[src/hw/rtl/rv32i_instruction_decoder_defines.svh]
// ----------------------------------------------------------------------------
// RV32I instruction decoder: assertion macros
// Shared concurrent assertion forms, clocked on clk_i and disabled in reset.
// ----------------------------------------------------------------------------
`ifndef RV32I_INSTRUCTION_DECODER_DEFINES_SVH
`define RV32I_INSTRUCTION_DECODER_DEFINES_SVH

// Consequent must hold in the same cycle as the antecedent.
`define RVID_ASSERT_SAME(lbl, ante, cons, msg) \
  lbl: assert property (@(posedge clk_i) disable iff (!rst_ni) (ante) |-> (cons)) \
    else $error(msg);

// Consequent must hold in the cycle after the antecedent.
`define RVID_ASSERT_NEXT(lbl, ante, cons, msg) \
  lbl: assert property (@(posedge clk_i) disable iff (!rst_ni) (ante) |=> (cons)) \
    else $error(msg);

`endif

[src/hw/rtl/rvid_pkg.sv]
// ----------------------------------------------------------------------------
// RV32I instruction decoder package
// Item types, opcode and operation codes shared by the decoder.
// ----------------------------------------------------------------------------
package rvid_pkg;

  // Major opcodes, instruction bits 6..0
  localparam logic [6:0] OPC_LUI    = 7'h37;
  localparam logic [6:0] OPC_AUIPC  = 7'h17;
  localparam logic [6:0] OPC_JAL    = 7'h6f;
  localparam logic [6:0] OPC_JALR   = 7'h67;
  localparam logic [6:0] OPC_BRANCH = 7'h63;
  localparam logic [6:0] OPC_LOAD   = 7'h03;
  localparam logic [6:0] OPC_STORE  = 7'h23;
  localparam logic [6:0] OPC_OP_IMM = 7'h13;
  localparam logic [6:0] OPC_OP     = 7'h33;
  localparam logic [6:0] OPC_SYSTEM = 7'h73;

  localparam logic [6:0] F7_BASE = 7'h00;
  localparam logic [6:0] F7_ALT  = 7'h20;

  localparam logic [31:0] WORD_ECALL  = 32'h0000_0073;
  localparam logic [31:0] WORD_EBREAK = 32'h0010_0073;

  typedef enum logic [5:0] {
    OP_LUI, OP_AUIPC, OP_JAL, OP_JALR,
    OP_BEQ, OP_BNE, OP_BLT, OP_BGE, OP_BLTU, OP_BGEU,
    OP_LB, OP_LH, OP_LW, OP_LBU, OP_LHU,
    OP_SB, OP_SH, OP_SW,
    OP_ADDI, OP_SLTI, OP_SLTIU, OP_XORI, OP_ORI, OP_ANDI,
    OP_SLLI, OP_SRLI, OP_SRAI,
    OP_ADD, OP_SUB, OP_SLL, OP_SLT, OP_SLTU, OP_XOR,
    OP_SRL, OP_SRA, OP_OR, OP_AND,
    OP_ECALL, OP_EBREAK,
    OP_CSRRW, OP_CSRRS, OP_CSRRC, OP_CSRRWI, OP_CSRRSI, OP_CSRRCI,
    OP_ILLEGAL
  } op_e;

  typedef struct packed {
    logic [31:0] instruction;
    logic [31:0] fetch_address;
  } in_item_t;

  typedef struct packed {
    op_e                op_kind;
    logic [4:0]         dest_reg;
    logic [4:0]         src_reg_a;
    logic [4:0]         src_reg_b;
    logic signed [31:0] immediate;
    logic [11:0]        csr_number;
    logic [31:0]        jump_target;
  } out_item_t;

endpackage

[src/hw/rtl/rv32i_instruction_decoder.sv]
// ----------------------------------------------------------------------------
// RV32I instruction decoder
// Decodes one instruction word per cycle, while the output is not stalled,
// into operation, fields, immediate and branch/jal target.
// ----------------------------------------------------------------------------
// Input channel: in_valid_i / in_stall_o with in_item_i (instruction word and
// its fetch address). Output channel: out_valid_o / out_stall_i with
// out_item_o. An item moves at a rising edge with valid high and stall low.
// The word lands in an input register; decode, immediate assembly and the
// target add run in one pass into the result register.
// After acceptance an item passes through the input register and then the
// result register, which drives out_item_o together with out_valid_o.
// Throughput: 1 item per cycle while out_stall_i is low; the target adder is the longest path.
// When the receiver stalls, the result is held and one more item is taken
// into the input register; in_stall_o rises only when both stages are full.
// Reset empties both stages; no other state is kept.
// ----------------------------------------------------------------------------
`include "rv32i_instruction_decoder_defines.svh"

module rv32i_instruction_decoder (
  input  logic                clk_i,
  input  logic                rst_ni,
  input  logic                in_valid_i,
  output logic                in_stall_o,
  input  rvid_pkg::in_item_t  in_item_i,
  output logic                out_valid_o,
  input  logic                out_stall_i,
  output rvid_pkg::out_item_t out_item_o
);
  import rvid_pkg::*;

  logic      s1_valid_q, s1_valid_d;
  in_item_t  s1_item_q;
  logic      out_valid_q, out_valid_d;
  out_item_t out_item_q;
  out_item_t dec;

  logic out_ready;
  logic s1_ready;

  assign out_ready = !out_valid_q || !out_stall_i;
  assign s1_ready  = !s1_valid_q || out_ready;

  assign in_stall_o  = !s1_ready;
  assign out_valid_o = out_valid_q;
  assign out_item_o  = out_item_q;

  // Decode
  logic [31:0] w;
  logic [6:0]  opc;
  logic [2:0]  f3;
  logic [6:0]  f7;
  logic [31:0] imm_i, imm_s, imm_b, imm_u, imm_j, imm_sh, imm_z;
  logic [31:0] imm;
  logic        jumps;

  assign w   = s1_item_q.instruction;
  assign opc = w[6:0];
  assign f3  = w[14:12];
  assign f7  = w[31:25];

  assign imm_i  = {{20{w[31]}}, w[31:20]};
  assign imm_s  = {{20{w[31]}}, w[31:25], w[11:7]};
  assign imm_b  = {{19{w[31]}}, w[31], w[7], w[30:25], w[11:8], 1'b0};
  assign imm_u  = {w[31:12], 12'b0};
  assign imm_j  = {{11{w[31]}}, w[31], w[19:12], w[20], w[30:21], 1'b0};
  assign imm_sh = {27'b0, w[24:20]};
  assign imm_z  = {27'b0, w[19:15]};

  always_comb begin
    dec            = '0;
    dec.op_kind    = OP_ILLEGAL;
    dec.dest_reg   = w[11:7];
    dec.src_reg_a  = w[19:15];
    dec.src_reg_b  = w[24:20];
    imm            = '0;
    jumps          = 1'b0;

    unique case (opc)
      OPC_LUI: begin
        dec.op_kind = OP_LUI;
        imm         = imm_u;
      end
      OPC_AUIPC: begin
        dec.op_kind = OP_AUIPC;
        imm         = imm_u;
      end
      OPC_JAL: begin
        dec.op_kind = OP_JAL;
        imm         = imm_j;
        jumps       = 1'b1;
      end
      OPC_JALR: begin
        if (f3 == 3'd0) begin
          dec.op_kind = OP_JALR;
          imm         = imm_i;
        end
      end
      OPC_BRANCH: begin
        unique case (f3)
          3'd0:    dec.op_kind = OP_BEQ;
          3'd1:    dec.op_kind = OP_BNE;
          3'd4:    dec.op_kind = OP_BLT;
          3'd5:    dec.op_kind = OP_BGE;
          3'd6:    dec.op_kind = OP_BLTU;
          3'd7:    dec.op_kind = OP_BGEU;
          default: dec.op_kind = OP_ILLEGAL;
        endcase
        if (dec.op_kind != OP_ILLEGAL) begin
          imm   = imm_b;
          jumps = 1'b1;
        end
      end
      OPC_LOAD: begin
        unique case (f3)
          3'd0:    dec.op_kind = OP_LB;
          3'd1:    dec.op_kind = OP_LH;
          3'd2:    dec.op_kind = OP_LW;
          3'd4:    dec.op_kind = OP_LBU;
          3'd5:    dec.op_kind = OP_LHU;
          default: dec.op_kind = OP_ILLEGAL;
        endcase
        if (dec.op_kind != OP_ILLEGAL) imm = imm_i;
      end
      OPC_STORE: begin
        unique case (f3)
          3'd0:    dec.op_kind = OP_SB;
          3'd1:    dec.op_kind = OP_SH;
          3'd2:    dec.op_kind = OP_SW;
          default: dec.op_kind = OP_ILLEGAL;
        endcase
        if (dec.op_kind != OP_ILLEGAL) imm = imm_s;
      end
      OPC_OP_IMM: begin
        unique case (f3)
          3'd0: begin dec.op_kind = OP_ADDI;  imm = imm_i; end
          3'd2: begin dec.op_kind = OP_SLTI;  imm = imm_i; end
          3'd3: begin dec.op_kind = OP_SLTIU; imm = imm_i; end
          3'd4: begin dec.op_kind = OP_XORI;  imm = imm_i; end
          3'd6: begin dec.op_kind = OP_ORI;   imm = imm_i; end
          3'd7: begin dec.op_kind = OP_ANDI;  imm = imm_i; end
          3'd1: begin
            if (f7 == F7_BASE) begin
              dec.op_kind = OP_SLLI;
              imm         = imm_sh;
            end
          end
          default: begin
            if (f7 == F7_BASE) begin
              dec.op_kind = OP_SRLI;
              imm         = imm_sh;
            end else if (f7 == F7_ALT) begin
              dec.op_kind = OP_SRAI;
              imm         = imm_sh;
            end
          end
        endcase
      end
      OPC_OP: begin
        if (f7 == F7_BASE) begin
          unique case (f3)
            3'd0:    dec.op_kind = OP_ADD;
            3'd1:    dec.op_kind = OP_SLL;
            3'd2:    dec.op_kind = OP_SLT;
            3'd3:    dec.op_kind = OP_SLTU;
            3'd4:    dec.op_kind = OP_XOR;
            3'd5:    dec.op_kind = OP_SRL;
            3'd6:    dec.op_kind = OP_OR;
            default: dec.op_kind = OP_AND;
          endcase
        end else if (f7 == F7_ALT) begin
          if (f3 == 3'd0)      dec.op_kind = OP_SUB;
          else if (f3 == 3'd5) dec.op_kind = OP_SRA;
        end
      end
      OPC_SYSTEM: begin
        unique case (f3)
          3'd0: begin
            // only the exact ecall and ebreak words are legal
            if (w == WORD_ECALL)       dec.op_kind = OP_ECALL;
            else if (w == WORD_EBREAK) dec.op_kind = OP_EBREAK;
          end
          3'd1: begin dec.op_kind = OP_CSRRW;  dec.csr_number = w[31:20]; end
          3'd2: begin dec.op_kind = OP_CSRRS;  dec.csr_number = w[31:20]; end
          3'd3: begin dec.op_kind = OP_CSRRC;  dec.csr_number = w[31:20]; end
          3'd5: begin
            dec.op_kind = OP_CSRRWI; dec.csr_number = w[31:20]; imm = imm_z;
          end
          3'd6: begin
            dec.op_kind = OP_CSRRSI; dec.csr_number = w[31:20]; imm = imm_z;
          end
          3'd7: begin
            dec.op_kind = OP_CSRRCI; dec.csr_number = w[31:20]; imm = imm_z;
          end
          default: dec.op_kind = OP_ILLEGAL;
        endcase
      end
      default: dec.op_kind = OP_ILLEGAL;
    endcase

    dec.immediate   = $signed(imm);
    dec.jump_target = jumps ? (s1_item_q.fetch_address + imm) : 32'd0;
  end

  // Handshake control
  always_comb begin
    s1_valid_d  = s1_ready ? in_valid_i : s1_valid_q;
    out_valid_d = out_ready ? s1_valid_q : out_valid_q;
  end

  always_ff @(posedge clk_i or negedge rst_ni) begin
    if (!rst_ni) begin
      s1_valid_q  <= 1'b0;
      out_valid_q <= 1'b0;
    end else begin
      s1_valid_q  <= s1_valid_d;
      out_valid_q <= out_valid_d;
    end
  end

  // Payload registers: load only on advance, hold otherwise
  always_ff @(posedge clk_i) begin
    if (in_valid_i && s1_ready) begin
      s1_item_q <= in_item_i;
    end
    if (s1_valid_q && out_ready) begin
      out_item_q <= dec;
    end
  end

  `RVID_ASSERT_SAME(a_stall_only_when_full, in_stall_o,
    s1_valid_q && out_valid_q && out_stall_i, "input stalled with a free stage")

  `RVID_ASSERT_NEXT(a_s1_advances, s1_valid_q && out_ready,
    out_valid_q, "decoded item lost on advance")

  `RVID_ASSERT_SAME(a_illegal_clean, out_valid_q && out_item_q.op_kind == OP_ILLEGAL,
    out_item_q.immediate == 0 && out_item_q.csr_number == 0 && out_item_q.jump_target == 0,
    "illegal item carries immediate, csr or target")

  `RVID_ASSERT_SAME(a_target_only_jumps, out_valid_q && out_item_q.jump_target != 0,
    out_item_q.op_kind == OP_JAL || out_item_q.op_kind == OP_BEQ ||
    out_item_q.op_kind == OP_BNE || out_item_q.op_kind == OP_BLT ||
    out_item_q.op_kind == OP_BGE || out_item_q.op_kind == OP_BLTU ||
    out_item_q.op_kind == OP_BGEU, "target set for a non-jump operation")

endmodule
[config.mk]
export PLATFORM = sky130hd
export DESIGN_NAME = rv32i_instruction_decoder
export DESIGN_NICKNAME = d
export VERILOG_FILES = /design/src/hw/rtl/rvid_pkg.sv /design/src/hw/rtl/rv32i_instruction_decoder.sv
export VERILOG_INCLUDE_DIRS = /design/src /design/src/hw/rtl
export SDC_FILE = /design/constraint.sdc
export NUM_CORES = 1
export LEC_CHECK = 0
export BUFFER_PORTS_ARGS = -buffer_cell sky130_fd_sc_hd__buf_2
export CORE_AREA = 2 2 118 120
export CTS_BUF_LIST = sky130_fd_sc_hd__clkbuf_8
export CTS_CLUSTER_DIAMETER = 120
export DETAILED_ROUTE_END_ITERATION = 12
export DIE_AREA = 0 0 120 122
export GPL_TIMING_DRIVEN = 0
export PLACE_DENSITY = 0.93
export REMOVE_ABC_BUFFERS = 1
export SLEW_MARGIN = 40
export SYNTH_ARGS = -nofsm -noshare
export SYNTH_HDL_FRONTEND = slang
export SYNTH_SLANG_ARGS = --single-unit
[constraint.sdc]
create_clock -name clk_i -period 13 [get_ports clk_i]
set_input_delay 0 -clock clk_i [delete_from_list [all_inputs] [get_ports clk_i]]
set_output_delay 0 -clock clk_i [all_outputs]
set_load 0.02 [all_outputs]
==> Yosys cells after proc, flatten, opt, wreduce, memory -nomap -nowiden <==
Cells that the tools add are included.
{ "word_totals": {"wordCells": 82, "regBits": 163, "inputBits": 68, "out_inout_bits": 99} }
{ "op_classes": {"mux": 32, "eq_ne": 23, "n_reduce_logical": 15, "addsub": 1} }
{ "op_table": {"columns": ["cell", "n"], "rows": [
  ["$pmux 32 s8", 1],
  ["$mux 32", 4],
  ["$pmux 6 s7", 3],
  ["$pmux 32 s2", 1],
  ["$mux 6", 10],
  ["$pmux 6 s10", 1],
  ["$pmux 6 s6", 1],
  ["$add 32x32->32", 1],
  ["$eq 32x21->1 const B", 1],
  ["$eq 32x7->1 const B", 1],
  ["$pmux 6 s5", 1],
  ["$eq 7x6->1 const B", 4],
  ["$eq 7x7->1 const B", 4],
  ["$mux 5", 4],
  ["$ne 6x6->1 const B", 3],
  ["$pmux 6 s3", 1],
  ["$eq 7x5->1 const B", 2],
  ["$eq 3x3->1 const B", 4],
  ["$mux 4", 3],
  ["$reduce_or 6->1", 2],
  ["$eq 7x2->1 const B", 1],
  ["$logic_not 7->1", 1],
  ["$eq 3x2->1 const B", 2],
  ["$logic_not 1->1", 4],
  ["9 further kinds", 11]
]} }

==> Longest topological paths before layout <==
Gate-level depths: netlist of the first run.
{ "depth": {"depth_word": 7, "mapped_depth": 18, "ltp_nobuf": 15} }

==> Worst setup path after synthesis of the first run <==
No wires, ideal clock.
{ "synth_timing": {"path_kind": "register -> register", "startpoint": "register out_valid_q (netlist: out_valid_o)", "endpoint": "register out_item_q (netlist bit out_item_o[0]) (enable)", "n_path_buf": 0, "setup_ns": 0.701, "path_stages_with_launch": 2, "setup_slack_ns": 4.771, "required_ns": 12.299, "period_less_slack_ns": 8.229, "arrival_ns": 7.528, "path_cell_list": "dfrtp_1 > a21boi_0"} }
{ "synth_between": {"elab_chain_cells": 3} }
{ "synth_rtl": {"columns": ["element", "line", "rtl"], "rows": [
  ["from (decl)", "rv32i_instruction_decoder.sv:34", "logic out_valid_q, out_valid_d;"],
  ["from (signal assigned)", "rv32i_instruction_decoder.sv:217", "out_valid_q <= out_valid_d;"],
  ["$logic_not 1->1", "rv32i_instruction_decoder.sv:41", "assign out_ready = !out_valid_q || !out_stall_i;"],
  ["$logic_or 1x1->1", "rv32i_instruction_decoder.sv:41", null],
  ["$logic_and 1x1->1", "rv32i_instruction_decoder.sv:226", "if (s1_valid_q && out_ready) begin"],
  ["to (signal assigned)", "rv32i_instruction_decoder.sv:227", "out_item_q <= dec;"],
  ["to (decl)", "rv32i_instruction_decoder.sv:35", "out_item_t out_item_q;"]
]} }
Every way passes these cells.
A chain may end at the register's enable or synchronous reset.

==> run metrics, run 1 <==
non-filler cells, final 1,120; die width 120 microns; startpoint types register; ys flop type edfxtp_1; Hold EP s1_item_q[13]$_DFFE_PP_; relative max-transition margin 48.3%; Seq/Total Area, Yosys 59.7%; Fmax achieved approximately 0.2 GHz; EDFF count, synth 161; CTS Root Cell clkbuf_8; Synth Register Bits 163; Psw about 310 uW; largest fanout on the critical path 25; area grow syn2layout 25.8%; most instantiated library cell after synthesis edfxtp_1; synth unique cells 62; antenna-violating nets left 0; Post-CTS Setup Bufs 0; Area contributors post-synth edfxtp_1 (59%), ha_1 (4.7%), a21oi_1 (3.5%), a21o_1 (3.2%), nor2_1 (2.7%); Fin Clk Skew 17.0 ps; min-delay src in_item_i[13]; Clock Latency Late Sink 470 ps; PwrDens 112 nW/um^2; final count of hold timing violations 0; total power 1150 uW; Max clock buf depth 2; maximum vdd ir drop 0.0000814 V; FP Rows 43; DP Wirelength 15.3 mm; FFs w/ async S/R, synth 1.23%; layout cells sized above 1 23.3%; count of final setup violators 0; # Max-Cap Violations 0; Hold WC Path Type in2reg; Clk pin slew, worst setup/hold paths approximately 90 ps; Final Critical Period 4990 ps; area share of the largest cell type after synthesis about three fifths; DRC viols 0; CP endpoint kind register; hold path cells 2; final wirelength 23.0 mm; I/O Pins 167; final worst path period share 38.4%; first-pass GRT wire length 35.2 mm; Synth Instances 701; Worst Path Required 13,220 ps; share of power burned in registers 55.6%; reg2reg start w[12]$_DFFE_PP_; die area 14,600 sq um; setup TNS after final layout 0 ps; TritonCTS Sinks ~160; worst r2r dst out_item_o[31]$_SDFFCE_PN0P_; DR vias just under 7,000; GPL Wtd Cong 0.957; CTS tree yes; vias in the first global route 6,707; largest net degree at the start of global routing 40; Worst Setup Path Type reg2reg; Gate power share ~14%; Int Pwr 845 uW; worst reg-to-reg setup slack 8010 ps; status finished, final reports clean; Pleak 0.00437 uW; Cell Area, Synth between 8000 and 9000 sq um; syn avg cell area between 10 and 15 sq um; RSZ-0062 raised after global routing no; Die H 122 microns; initial drt markers around 1,000; detailed-route vias per instance 6.21; Final #Nets 1,027; Reg2Reg Depth 14; placed insts 1,019; Worst Path Arrival 5210 ps; H-tree levels 4; Num CTS Buffers 17; max-slew violation count 0; Routed wire per std cell roughly 21 microns; Remaining Overflow, GRT 0; Worst-Margin Slew 775 ps; Resized Gates After CTS 0; ANT cells 0; synth cell count leaders edfxtp_1 (161), a21oi_1 (58), nor2_1 (58), nand2_1 (52); core region area 13,500 sq um; post-synth top area cell edfxtp_1; initial antenna violation count 0; clock network fraction of total power 30.3%; number of port buffers 166; Total GRT Usage about a third; initial cell density of the core 60.6%; Switching Fraction 26.7%; first drt pass iteration count 7; Yosys warnings 0
==> per-stage QoR <==
stage / hold WS, ps / utilization, % / cell area [sq um] / worst slack, ps
CTS: 203 / 76.1 / 10300 / 8230
finish: 232 / 76.2 / 10300 / 8010
floorplan: -296 / - / 8040 / 4770
global route: 221 / 76.2 / 10300 / 7800
global placement: -213 / 67.3 / 9090 / 2430
detailed placement: -211 / 68.3 / 9230 / 8230
==> final cells by class <==
class,count,area [sq um]
Fill cell,849,3220
Timing Repair Buffer,243,1640
Inverter,22,82.6
Multi-Input combinational cell,480,3100
Clock inverter,15,125
Tap cell,180,225
Sequential cell,163,4880
Clock buffer,17,234
==> worst max-delay path, stage by stage, from the launching register on <==
cell      delay (ps)
edfxtp_1         860
nand2b_1         360
a21oi_1          270
nor3_2            90
a21o_4           200
nand2_1           60
nand2_1          190
a21o_1           290
ha_1             460
nand4_1          230
or4_1            540
o21ai_2          310
nor4b_2          500
a221oi_1         220
mux2i_1          150
==> placed cells by master, fill, tap and decap left out, types with 8 or more instances in the layout <==
master | synthesis | routed
a21o_1 | 35 | 34
a21oi_1 | 58 | 57
and2_1 | 12 | 11
and3_1 | 19 | 19
buf_2 | 5 | 166
clkbuf_8 | 0 | 17
dlygate4sd3_1 | 0 | 69
edfxtp_1 | 161 | 161
ha_1 | 31 | 31
inv_1 | 22 | 24
nand2_1 | 52 | 52
nand3_1 | 17 | 17
nand4_1 | 8 | 8
nor2_1 | 58 | 57
nor3_1 | 12 | 12
o211ai_1 | 10 | 10
o21ai_0 | 35 | 34
xnor2_1 | 11 | 11
xor2_1 | 14 | 14
==> logic make-up after synthesis <==
family          after synthesis  synth area share, %
compound gates              200                 15.8
xor+xnor                     25                 2.68
fa+ha+maj                    32                 4.99
buf+inv                      58                 2.74
flops                       163                 59.7
mux                           4                0.490
simple gates                219                 13.6
==> flip-flops by register name, indices dropped and copies added, names as in the netlist <==
name         count
w               32
out_valid_o      1
s1_item_q       32
s1_valid_q       1
out_item_o      97
==> power groups by stage <==
stage	sequential [uW]	combinational (uW)	clock [uW]
2_1_floorplan	676	61.3	0
3_3_place_gp	661	130	0
3_5_place_dp	650	142	0
4_1_cts	638	158	349
5_1_grt	643	174	371
6_report	640	163	348
==> layer usage <==
layer  share of wire (%)  vias to the layer above  wire length, microns  global-route usage (%)
li1                    -                     3097                     -                       -
met1                  37                     3246                  8590                    39.9
met2                  49                      520                 11300                    53.6
met3                 9.5                       90                  2180                    7.77
met4                 4.3                        0                   981                    15.4
met5                   0                        -                     0                       0
==> worst max-delay path by stage <==
stage / startpoint / endpoint / slack [ps] / depth (start not counted)
3_5_place_dp: w[12]$_DFFE_PP_ / out_item_o[31]$_SDFFCE_PN0P_ / 8230 / 14
5_1_grt: w[12]$_DFFE_PP_ / out_item_o[31]$_SDFFCE_PN0P_ / 7800 / 14
2_1_floorplan: out_valid_o$_DFFE_PN0P_ / out_item_o[0]$_SDFFCE_PN0P_ / 4770 / 1
3_3_place_gp: out_valid_o$_DFFE_PN0P_ / out_item_o[11]$_SDFFCE_PN0P_ / 2430 / 1
4_1_cts: w[12]$_DFFE_PP_ / out_item_o[31]$_SDFFCE_PN0P_ / 8230 / 14
6_report: w[12]$_DFFE_PP_ / out_item_o[31]$_SDFFCE_PN0P_ / 8010 / 14
==> what timing repair did <==
action	4_1_cts	5_1_grt
hold buffers	69	0
setup endpoints to repair	0	0
hold endpoints to repair	74	0
No activity file was read; power rests on OpenSTA's default activity.
==> run 2, diff against run 1 <==
- ABC_AREA: unset -> 1
- CORE_AREA: 2 2 118 120 -> 2 2 125 127
- DIE_AREA: 0 0 120 122 -> 0 0 127 129
- PLACE_DENSITY: 0.93 -> 0.87
- clock period: 13 -> 4.8 ns (I/O delays scaled with it)
==> run 2 against run 1 <==
Net effect: combinational power grew to 3.3 times the previous value; wire length grew 4.8%; maximum frequency grew 16%.
==> run metrics, run 2 <==
max reg flops 97 (unchanged); commonest cells after routing, fill and taps aside nand2_1 (259), buf_2 (166), edfxtp_1 (161), nor2_1 (118), inv_1 (107); DRC viols 0 (unchanged); FP Rows 45 (+4.7%); synth unique cells 44 (-29%); CTS Root Cell clkbuf_8; CP endpoint kind register; Worst Setup Path Type reg2reg; final worst path period share 89.9% (+52 points); Yosys warnings 0 (unchanged); max-slew violation count 0 (unchanged); die area 16,400 sq um (+12%); final count of hold timing violations 0 (unchanged); die width 127 microns (+5.8%); FF/Latch Area 4880 sq um (unchanged); antenna-violating nets left 0 (unchanged); # Max-Cap Violations 0 (unchanged); final wirelength 24.1 mm (+4.8%); worst reg-to-reg setup slack 490 ps (-7530 ps); Clk pin slew, worst setup/hold paths 100 ps (about the same); ANT cells 0 (unchanged); Max clock buf depth 2 (unchanged); DR vias 7,477 (+7.5%); syn avg cell area 9.33 sq um (-20%); initial drt markers 925 (-7.6%); TritonCTS Sinks 163 (unchanged); Resized Gates After CTS 0 (unchanged); I/O Pins 167 (unchanged); Synth Register Bits 163 (unchanged); layout cells sized above 1 21.0% (-2.3 points); Final Core Density 71.5% (-4.7 points); Fmax achieved 0.232 GHz (+16%); initial cell density of the core 56.9% (-3.7 points); Final Critical Period 4310 ps (-675 ps); largest fanout on the critical path 11 (-56%); Total GRT Usage 30.2% (-2.0 points); count of final setup violators 0 (unchanged); final worst slack 486 ps (-7530 ps); post-synth top area cell edfxtp_1; CTS tree yes; Worst Path Required 5090 ps (-8130 ps); pre-CTS setup slack 628 ps (-7600 ps); Seq/Total Area, Yosys 57.3% (-2.4 points); most instantiated library cell after synthesis nand2_1; core region area 15,000 sq um (+11%); Fin Clk Skew 16.3 ps (-0.769 ps); design area 10,700 sq um (+4.0%); Area contributors post-synth edfxtp_1 (57%), nand2_1 (11%), nor2_1 (5.2%), inv_1 (4.7%), ha_1 (4.6%); detailed-route vias per instance 5.48 (-12%); Num CTS Buffers 17 (unchanged); commonest non-fill, non-tap cell in the layout nand2_1; synth cell count leaders nand2_1 (259), edfxtp_1 (161), nor2_1 (118), inv_1 (107), a21oi_1 (56); initial antenna violation count 0 (unchanged); GPL Wtd Cong 0.957 (about the same); number of port buffers 166 (unchanged); Fill cells 1,090 (+28%); status finished, final reports clean; Final #Nets 1,264 (+23%); RSZ-0062 raised after global routing no; startpoint types register; Cell Area, Synth 8520 sq um (+4.1%); H-tree levels 4 (unchanged); Remaining Overflow, GRT 0 (unchanged); first-pass GRT wire length 37.4 mm (+6.2%); relative max-transition margin 47.0% (-1.3 points); largest net degree at the start of global routing 44 (+10%); PwrDens 309 nW/um^2 (+180%); maximum vdd ir drop 0.000285 V (+250%); total power 3300 uW (+190%); Clock Latency Late Sink 470 ps (about the same); area grow syn2layout 25.6%; Routed wire per std cell 17.7 microns (-14%); first drt pass iteration count 7 (unchanged); Worst Path Arrival 4600 ps (-610 ps); vias in the first global route 7,436 (+11%); Hold WC Path Type in2reg; Synth Instances 913 (+30%); area share of the largest cell type after synthesis 56.8% (-2.4 points); ys flop type edfxtp_1; area occupied by multi-input gates 3130 sq um (+1.1%); Pleak 0.00497 uW (+14%); DP Wirelength 17.3 mm (+13%); Worst-Margin Slew 795 ps (+19.3 ps); FFs w/ async S/R, synth 1.23% (unchanged); Post-DP Area 9640 sq um (+4.4%); Die H 129 microns (+5.7%); EDFF count, synth 161 (unchanged)
-- run 2: changes by cell type after synthesis, sizes merged, moves of 10 or more --
cell	previous run	this run
a21o	36	1
and2	12	2
and3	19	1
clkbuf	25	2
inv	22	118
nand2	52	264
nand3	17	41
nor2	59	127
o21bai	3	13
xnor2	11	1
xor2	14	2
-- run 2: repair_timing --
| action | 4_1_cts | 5_1_grt |
|---|---|---|
| hold buffers | 68 | 0 |
| setup buffers | 0 | 0 |
| hold endpoints to repair | 77 | 0 |
-- run 2: final timing paths --
path | startpoint | endpoint | depth (start not counted)
setup / recovery | w[14]$_DFFE_PP_ | out_item_o[25]$_SDFFCE_PN0P_ | 18
hold reg to reg | w[19]$_DFFE_PP_ | out_item_o[85]$_DFFE_PP_ | 0
hold / removal | in_item_i[48] | w[16]$_DFFE_PP_ | 2
min in group asynchronous | rst_ni | out_valid_o$_DFFE_PN0P_ | 3
max in group asynchronous | rst_ni | s1_valid_q$_DFFE_PN0N_ | 3
setup reg to reg | w[14]$_DFFE_PP_ | out_item_o[25]$_SDFFCE_PN0P_ | 18
-- run 2: metrics by stage --
| step | hold WS (ps) | std cells | setup TNS, ps |
|---|---|---|---|
| after floorplan | -296 | 904 | -95470 |
| after global placement | -215 | 1258 | -234980 |
| final | 230 | 1365 | 0 |
| after global routing | 222 | 1365 | 0 |
| after CTS | 209 | 1365 | 0 |
| after detailed placement | -212 | 1265 | 0 |
-- run 2: worst max-delay path, stage by stage (launching register included) --
cell and delay (ps):
edfxtp_1 760, inv_1 330, nand2_1 220, nor2_1 60, nand2_1 60, nand2_1 80
nor2_4 160, nand3_4 120, a21oi_2 610, o21ai_2 170, ha_1 430, nand2_1 150
nor2_1 220, nand2_1 120, nor4_1 170, nand2_1 130, nand4_1 90, nand2_1 50
nor2_1 200
-- run 2: layout make-up --
cell class / count / share of cell area (%)
Sequential cell: 163 / 45.6
Multi-Input combinational cell: 623 / 29.3
Timing Repair Buffer: 241 / 15.1
Inverter: 118 / 4.16
Tap cell: 188 / 2.20
Clock buffer: 17 / 2.19
Clock inverter: 15 / 1.41
-- run 2: logic make-up after synthesis --
group | after synthesis | synth area share, %
AO/OA/AOI/OAI | 127 | 8.84
XOR/XNOR | 3 | 0.309
adder cells (fa/ha/maj) | 32 | 4.79
buffers and inverters | 127 | 6.01
flip-flops | 163 | 57.3
AND/OR/NAND/NOR | 461 | 22.7
-- run 2: power by group --
group | switching (uW) | total (uW) | internal, uW
Sequential | 60.1 | 1770 | 1710
Clock | 566 | 991 | 425
Combinational | 360 | 545 | 185
-- run 2: layer usage --
layer  GRT usage [%]  routed length [microns]  up-vias
li1                -                        -     3565
met1            35.5                     9260     3443
met2            52.3                    12000      374
met3            5.57                     1480       95
met4            17.6                     1430        0
met5               0                        0        -
